$ cat src/sv/pes_pkg.sv
package pes_pkg;

    typedef enum logic [1:0] {
        KIND_PUSH   = 2'd0,
        KIND_NEXT   = 2'd1,
        KIND_CHARGE = 2'd2,
        KIND_REFILL = 2'd3
    } t_kind;

    localparam logic [2:0] Q_LOW  = 3'd0;
    localparam logic [2:0] Q_MID  = 3'd1;
    localparam logic [2:0] Q_HIGH = 3'd2;
    localparam logic [2:0] Q_CRIT = 3'd3;
    localparam logic [2:0] Q_SYS  = 3'd4;

    localparam logic [2:0] STS_OK        = 3'd0;
    localparam logic [2:0] STS_FULL      = 3'd1;
    localparam logic [2:0] STS_EMPTY     = 3'd2;
    localparam logic [2:0] STS_NO_CREDIT = 3'd3;
    localparam logic [2:0] STS_WAIT_GAP  = 3'd4;

    localparam logic [1:0] CFG_SLICE_HIGH = 2'd0;
    localparam logic [1:0] CFG_SLICE_MID  = 2'd1;
    localparam logic [1:0] CFG_SLICE_LOW  = 2'd2;

    localparam logic [15:0] SLICE_HIGH_RST = 16'd50;
    localparam logic [15:0] SLICE_MID_RST  = 16'd30;
    localparam logic [15:0] SLICE_LOW_RST  = 16'd20;
    localparam logic [31:0] NO_GAP         = 32'hFFFF_FFFF;

    typedef enum logic [2:0] {
        S_IDLE, S_EXEC, S_SYS, S_CRIT, S_SHIFT, S_USER, S_USER_RD, S_OUT
    } t_state;

    typedef enum logic [2:0] {
        OP_NONE, OP_LATCH, OP_EXEC, OP_SYS, OP_CRIT, OP_SHIFT, OP_USER, OP_USER_RD
    } t_op;

    typedef struct packed {
        t_op op;
    } t_pes_cmd;

    typedef struct packed {
        logic is_next;
        logic sys_busy;
        logic crit_busy;
        logic due_hit;
        logic scan_more;
        logic shift_more;
        logic user_found;
    } t_pes_stat;

endpackage

$ cat src/sv/pes_ctrl.sv
module pes_ctrl (
    input  logic                i_clk,
    input  logic                i_rst_n,
    input  logic                i_in_valid,
    output logic                o_in_ready,
    output logic                o_out_valid,
    input  logic                i_out_ready,
    input  pes_pkg::t_pes_stat  i_stat,
    output pes_pkg::t_pes_cmd   o_cmd
);

    pes_pkg::t_state r_state, n_state;

    always_ff @(posedge i_clk) begin
        if (!i_rst_n) begin
            r_state <= pes_pkg::S_IDLE;
        end else begin
            r_state <= n_state;
        end
    end

    always_comb begin
        n_state     = r_state;
        o_cmd.op    = pes_pkg::OP_NONE;
        o_in_ready  = 1'b0;
        o_out_valid = 1'b0;
        case (r_state)
            pes_pkg::S_IDLE: begin
                o_in_ready = 1'b1;
                if (i_in_valid) begin
                    o_cmd.op = pes_pkg::OP_LATCH;
                    n_state  = pes_pkg::S_EXEC;
                end
            end
            pes_pkg::S_EXEC: begin
                o_cmd.op = pes_pkg::OP_EXEC;
                if (!i_stat.is_next) n_state = pes_pkg::S_OUT;
                else if (i_stat.sys_busy) n_state = pes_pkg::S_SYS;
                else if (i_stat.crit_busy) n_state = pes_pkg::S_CRIT;
                else n_state = pes_pkg::S_USER;
            end
            pes_pkg::S_SYS: begin
                o_cmd.op = pes_pkg::OP_SYS;
                n_state  = pes_pkg::S_OUT;
            end
            pes_pkg::S_CRIT: begin
                o_cmd.op = pes_pkg::OP_CRIT;
                if (i_stat.due_hit) begin
                    n_state = i_stat.scan_more ? pes_pkg::S_SHIFT : pes_pkg::S_OUT;
                end else begin
                    n_state = i_stat.scan_more ? pes_pkg::S_CRIT : pes_pkg::S_USER;
                end
            end
            pes_pkg::S_SHIFT: begin
                o_cmd.op = pes_pkg::OP_SHIFT;
                n_state  = i_stat.shift_more ? pes_pkg::S_SHIFT : pes_pkg::S_OUT;
            end
            pes_pkg::S_USER: begin
                o_cmd.op = pes_pkg::OP_USER;
                n_state  = i_stat.user_found ? pes_pkg::S_USER_RD : pes_pkg::S_OUT;
            end
            pes_pkg::S_USER_RD: begin
                o_cmd.op = pes_pkg::OP_USER_RD;
                n_state  = pes_pkg::S_OUT;
            end
            pes_pkg::S_OUT: begin
                o_out_valid = 1'b1;
                if (i_out_ready) n_state = pes_pkg::S_IDLE;
            end
            default: n_state = pes_pkg::S_IDLE;
        endcase
    end

    a_one_side: assert property (@(posedge i_clk) disable iff (!i_rst_n)
        !(o_in_ready && o_out_valid)) else $error("request and response open together");
    a_shift_after_hit: assert property (@(posedge i_clk) disable iff (!i_rst_n)
        (r_state == pes_pkg::S_SHIFT) |-> ($past(r_state) == pes_pkg::S_SHIFT ||
        $past(r_state) == pes_pkg::S_CRIT)) else $error("compaction without a hit");
    a_out_holds: assert property (@(posedge i_clk) disable iff (!i_rst_n)
        (o_out_valid && !i_out_ready) |=> o_out_valid) else $error("response dropped");

endmodule

$ cat config.mk
export PLATFORM = sky130hd
export DESIGN_NAME = pes_ctrl
export DESIGN_NICKNAME = d
export VERILOG_FILES = /design/src/sv/pes_pkg.sv /design/src/sv/pes_ctrl.sv
export SDC_FILE = /design/constraint.sdc
export NUM_CORES = 1
export LEC_CHECK = 0
export BUFFER_PORTS_ARGS = -buffer_cell sky130_fd_sc_hd__buf_2
export CAP_MARGIN = 10
export CORE_AREA = 2 2 39 41
export CTS_BUF_LIST = sky130_fd_sc_hd__clkbuf_16
export DETAILED_ROUTE_END_ITERATION = 10
export DIE_AREA = 0 0 41 43
export GPL_TIMING_DRIVEN = 0
export SLEW_MARGIN = 0
export SYNTH_ARGS = -nofsm -noshare
export SYNTH_HDL_FRONTEND = slang
export SYNTH_SLANG_ARGS = --single-unit
$ cat constraint.sdc
create_clock -name i_clk -period 1.29 [get_ports i_clk]
set_input_delay 0.129 -clock i_clk [delete_from_list [all_inputs] [get_ports i_clk]]
set_output_delay 0.129 -clock i_clk [all_outputs]
set_load 0.03 [all_outputs]
==> results.json, run 1 <==
{
  "post_cts_buffers": 0,
  "worstHoldEndpoint": "r_state[0]",
  "final_core_util": 0.369,
  "clockRootBuffer": "clkbuf_16",
  "drtIter0Drc": 5,
  "layout.nets": 74,
  "fin_cells": 76,
  "fmax_mhz": 789,
  "grt_pass1_vias": 292,
  "setup.worst_path.start": "r_state[1]",
  "routed-via-count": 358,
  "cp.required_ns": 1.16,
  "clk_path_buf_depth": 2,
  "cts.htree.levels": 1,
  "status": "finished, final reports clean",
  "post-route-min-period_ns": 1.27,
  "placementRows": 14,
  "yosysMostFrequentCell": "nor2_1",
  "relSlewSlack": 0.850,
  "tightest_slew_ns": 0.223,
  "worstPathCellList": "buf_6 > nand2_1 > xnor2_1 > buf_4",
  "yosys_warnings": 0,
  "track_usage": 0.114,
  "leakage_nw": 0.253,
  "p_sw_mw": 0.656,
  "regToRegStartpoint": "r_state[2]",
  "ys_top_cells_by_count": "nor2_1 (5), buf_4 (3), dfxtp_1 (3), nand2_1 (3)",
  "hold_viol": 0,
  "cap_violations": 0,
  "area_growth_pct": 69.3,
  "grt_pass1_wl_um": 1260,
  "yosysUniqueCellTypes": 23,
  "power_density_mw_per_mm2": 3070,
  "synth_top_area_cell": "dfxtp_1",
  "die_area_mm2": 0.00176,
  "critPathCaptureType": "output pin",
  "top_register": "r_state",
  "reg.largest.list": "r_state x3",
  "die-width_um": 41,
  "drive_gt1_frac": 0.467,
  "io_buffer_count": 15,
  "setup_viol": 0,
  "syn-instance-count": 40,
  "routed_wl_um": 827,
  "yosysSeqAreaShare": 0.199,
  "min_path_cells": 2,
  "combPwrFrac": 0.551,
  "netlist_top_cells_area": "dfxtp_1 (20%), ha_1 (8.3%), buf_4 (7.5%)",
  "cp.arrival_ns": 1.14,
  "crit_path_top_delay_cell": "dfxtp_2",
  "cts_num_sinks": 3,
  "grt_setup_unrepaired": "no",
  "io_pins": 16,
  "worstHoldStart": "i_stat[0]",
  "clkPwrFrac": 0.312,
  "ant_nets": 0,
  "cp_num_buf_inv": 2,
  "coreArea_mm2": 0.00138,
  "clock_latency_ns": 0.23,
  "ir_drop_uv": 1380,
  "hpwl_um": 587,
  "power_frac_seq": 0.136,
  "die_h_um": 43,
  "cts_tree": "yes",
  "drc": 0,
  "antenna_found_initial": 0,
  "path_class": "flip-flop to output pin",
  "path_clk_slew_ns": 0.03,
  "synth_async_sr_flop_share": 0,
  "grt.overflow.total": 0,
  "cp_max_fo": 10,
  "fin_crit_sh": 0.982,
  "cpPeakStageDelay_ns": 0.35,
  "r2r_setup_slack_ns": 0.16,
  "ys_ff_latch": 3,
  "synth.net_count": 53,
  "via_per_inst": 4.71,
  "syn-cell-area_um2": 302,
  "tns_ns": 0,
  "drv_slew": 0,
  "p_sw_frac": 0.419,
  "wl_per_cell_um": 10.9,
  "dr.pass1.iters": 4,
  "reg2reg_depth": 4,
  "diodes": 0,
  "cts-buffers-inserted": 3,
  "grt_max_degree": 11,
  "place_inst": 71,
  "fin_skew_ns": 0.00417,
  "start_util": 0.218,
  "r2r_end": "r_state[0]",
  "largest_reg_flops": 3,
  "hold_path_class": "input pin to flip-flop",
  "synth_flop_cell": "dfxtp_1",
  "syn_area_per_cell_um2": 7.54,
  "internal_power_mw": 0.909,
  "yosysTopAreaCellShare": 0.199,
  "gp_routability_congestion": 0.748,
  "synth-edff-count": 0,
  "crit_family": "flip-flops",
  "critPathLaunchType": "flip-flop"
}
-- cells in the final DEF (no fill, tap or decap), types with 2 or more instances in the layout --
cell type	n
a21boi_1	2
a31oi_1	2
clkbuf_16	3
buf_2	14
buf_6	3
nand2_1	3
a32oi_1	2
nor3_2	2
dfxtp_2	3
o21ai_0	2
nor2_1	5
inv_1	3
ha_1	2
-- power by group through the flow --
stage	sequential [mW]	clock, mW	combinational (mW)
floorplan	0.182	0	0.613
global placement	0.193	0	0.790
detailed placement	0.193	0	0.795
CTS	0.205	0.496	0.834
global route	0.220	0.509	0.933
finish	0.214	0.489	0.863
-- layer usage --
| layer | share of wire | global-route usage | up-vias |
|---|---|---|---|
| met1 | 0.46 | 0.131 | 158 |
| met5 | 0 | 0 | - |
| met2 | 0.48 | 0.153 | 11 |
| li1 | - | - | 187 |
| met4 | 0.012 | 0.0600 | 0 |
| met3 | 0.050 | 0.0785 | 2 |
-- cell type report --
| cell class | count | area [µm²] |
|---|---|---|
| buffer | 3 | 33.8 |
| inverter | 2 | 7.51 |
| tap | 16 | 20.0 |
| timing repair buffer | 16 | 85.1 |
| clock buffer | 3 | 75.1 |
| sequential | 3 | 63.8 |
| clock inverter | 1 | 3.75 |
| multi-input combinational | 32 | 221 |
| fill | 141 | 873 |
-- worst max-delay path by stage --
stage	endpoint	slack [ns]	cells after the start
2_1_floorplan	o_cmd[2]	0.03	3
3_3_place_gp	o_cmd[2]	0.15	4
3_5_place_dp	o_cmd[2]	0.15	4
4_1_cts	o_cmd[2]	0.02	4
5_1_grt	o_cmd[2]	0.001	4
6_report	o_cmd[2]	0.02	4
-- what timing repair did --
item / CTS / global route
endpoints found under the setup margin: 1 / 3
gates cloned: 0 / 1
hold buffers: 0 / 0
hold endpoints to repair: 0 / 0
resized for setup: 5 / 4
-- stage by stage --
step / setup WS [ns] / hold WS (ns) / power (mW) / cell area (µm²)
detailed placement: 0.154 / 0.357 / 0.988 / 402
global route: 0.000959 / 0.115 / 1.66 / 510
global placement: 0.152 / 0.353 / 0.982 / 402
CTS: 0.0188 / 0.117 / 1.54 / 493
finish: 0.0228 / 0.118 / 1.57 / 510
floorplan: 0.0321 / 0.261 / 0.795 / 307
-- cell families (layout without fill, tap and decap cells) --
family,count (synthesis),count (layout),share of synthesized area
adders and majority gates,2,2,0.0830
xor gates and xnor gates,2,2,0.0581
AOI/OAI and AO/OA,14,14,0.344
DFF,3,3,0.199
buffers and inverters,5,25,0.0996
and+or+nand+nor,14,14,0.216
Note: power is estimated with default switching activity, not from simulation.
==> run 2, diff against run 1 <==
- REMOVE_ABC_BUFFERS: unset -> 1
==> run 2 against run 1 <==
Flip-flop and latch count unchanged. Die area unchanged. Power down 10%. Clock skew down 0.0032 ns. Utilization down 3.5 points. Sequential share of layout area up 2.4 points. Largest power group unchanged.
==> results.json, run 2 (same netlist as run 1, synthesis figures left out) <==
{
  "status": "finished, final reports clean",
  "hold_path_class": "input pin to flip-flop",
  "cts_num_sinks": 3,
  "dr.pass1.iters": 2,
  "regToRegStartpoint": "r_state[1]",
  "die-width_um": 41,
  "drc": 0,
  "grt_setup_unrepaired": "no",
  "die_area_mm2": 0.00176,
  "grt_pass1_vias": 292,
  "power_frac_seq": 0.243,
  "p_sw_mw": 0.614,
  "cpPeakStageDelay_ns": 0.47,
  "routed_wl_um": 769,
  "ir_drop_uv": 1170,
  "place_inst": 68,
  "routed-via-count": 342,
  "fin_crit_sh": 0.955,
  "start_util": 0.218,
  "wl_per_cell_um": 10.7,
  "r2r_setup_slack_ns": 0.11,
  "place_area_um2": 374,
  "internal_power_mw": 0.794,
  "via_per_inst": 4.75,
  "hold_viol": 0,
  "reg.largest.list": "r_state x3",
  "grt.overflow.total": 0,
  "diodes": 0,
  "clock_latency_ns": 0.22,
  "final_core_util": 0.334,
  "final_common_cell": "buf_2",
  "coreArea_mm2": 0.00138,
  "final_cell_mix": "buf_2 (15), nor2_1 (5), nand2_1 (3), inv_1 (3), clkbuf_16 (3)",
  "clockRootBuffer": "clkbuf_16",
  "ant_nets": 0,
  "p_total_mw": 1.41,
  "antenna_found_initial": 0,
  "hold_buffers": 0,
  "gp_routability_congestion": 0.711,
  "post-route-min-period_ns": 1.23,
  "critPathLaunchType": "flip-flop",
  "io_pins": 16,
  "crit_path_top_delay_cell": "dfxtp_2",
  "cts.htree.levels": 1,
  "die_h_um": 43,
  "post_cts_buffers": 0,
  "worstHoldEndpoint": "r_state[0]",
  "r2r_end": "r_state[0]",
  "top_register": "r_state",
  "drv_slew": 0,
  "cap_violations": 0,
  "grt_pass1_wl_um": 1120,
  "finalInstanceArea_um2": 462,
  "cts_tree": "yes",
  "path_class": "flip-flop to output pin",
  "power_density_mw_per_mm2": 3050,
  "worstPathCellList": "and3_1 > buf_2",
  "combPwrFrac": 0.414,
  "worstHoldStart": "i_stat[0]",
  "drive_gt1_frac": 0.393,
  "hpwl_um": 520,
  "p_sw_frac": 0.436,
  "grt_max_degree": 14,
  "cp.required_ns": 1.16,
  "clk_path_buf_depth": 2,
  "drtIter0Drc": 1,
  "fin_cells": 72,
  "placementRows": 14,
  "cts-buffers-inserted": 3,
  "critPathCaptureType": "output pin",
  "relSlewSlack": 0.837,
  "cp.arrival_ns": 1.10,
  "largest_reg_flops": 3,
  "clkPwrFrac": 0.344,
  "leakage_nw": 0.226,
  "track_usage": 0.0902,
  "min_path_cells": 2,
  "setup_viol": 0,
  "path_clk_slew_ns": 0.03,
  "io_buffer_count": 15,
  "cp_num_buf_inv": 1,
  "layout.nets": 70,
  "area_growth_pct": 53.1,
  "fmax_mhz": 812,
  "tightest_slew_ns": 0.242,
  "cp_max_fo": 13,
  "crit_family": "flip-flops",
  "fin_skew_ns": 0.00102,
  "reg2reg_depth": 4
}
==> run 2: cell count changes in the layout (fill, tap and decap cells not counted) <==
cell / delta
dfxtp_4: +2
nor3_1: +2
buf_4: -1
buf_2: +1
clkbuf_4: -1
nor3_2: -2
dfxtp_2: -2
buf_6: -3
==> run 2: per-stage QoR <==
step	TNS, ns	hold WS (ns)	worst slack, ns
floorplan	-0.0964	0.261	-0.0393
global placement	0	0.359	0.00559
detailed placement	0	0.357	0.00598
CTS	0	0.127	0.00647
global route	0	0.158	0.0227
finish	0	0.121	0.0586
==> run 2: layout make-up <==
| class | count | area (µm²) |
|---|---|---|
| fillers | 148 | 922 |
| multi-input cells | 32 | 211 |
| clock buffers | 3 | 75.1 |
| repair buffers | 15 | 75.1 |
| flip-flops and latches | 3 | 68.8 |
| well taps | 16 | 20.0 |
| inverters | 2 | 7.51 |
| clock inverters | 1 | 3.75 |
==> run 2: how the worst max path moves through the flow <==
| stage | cells past startpoint | endpoint | start | slack (ns) |
|---|---|---|---|---|
| after CTS | 3 | o_cmd[2] | r_state[1] | 0.006 |
| after detailed placement | 4 | r_state[0] | r_state[2] | 0.006 |
| final | 2 | o_out_valid | r_state[2] | 0.06 |
| after global routing | 2 | o_out_valid | r_state[2] | 0.02 |
| after floorplan | 4 | r_state[1] | r_state[1] | -0.04 |
| after global placement | 4 | r_state[0] | r_state[2] | 0.006 |
==> run 2: power by group through the flow <==
stage / Sequential (mW) / Clock (mW) / Combinational, mW
after floorplan: 0.264 / 0 / 0.450
after global placement: 0.302 / 0 / 0.581
after detailed placement: 0.303 / 0 / 0.587
after CTS: 0.320 / 0.486 / 0.589
after global routing: 0.350 / 0.490 / 0.642
final: 0.342 / 0.484 / 0.583
==> run 2: worst reg2reg max path: cells and delay by family (launching register included) <==
kind	cells	cell delay, ns
flops	1	0.38
compound gates	4	0.66
==> run 2: repair_timing <==
action | 4_1_cts | 5_1_grt
pin swaps | 0 | 1
endpoints found under the setup margin | 5 | 2
gates resized for setup | 3 | 2
==> run 2: per-layer routing <==
metal,vias up,global-route usage,wire length [µm]
met4,0,0.0200,0
met2,15,0.122,314
met5,-,0,0
met1,149,0.134,399
li1,178,-,-
met3,0,0.0314,55
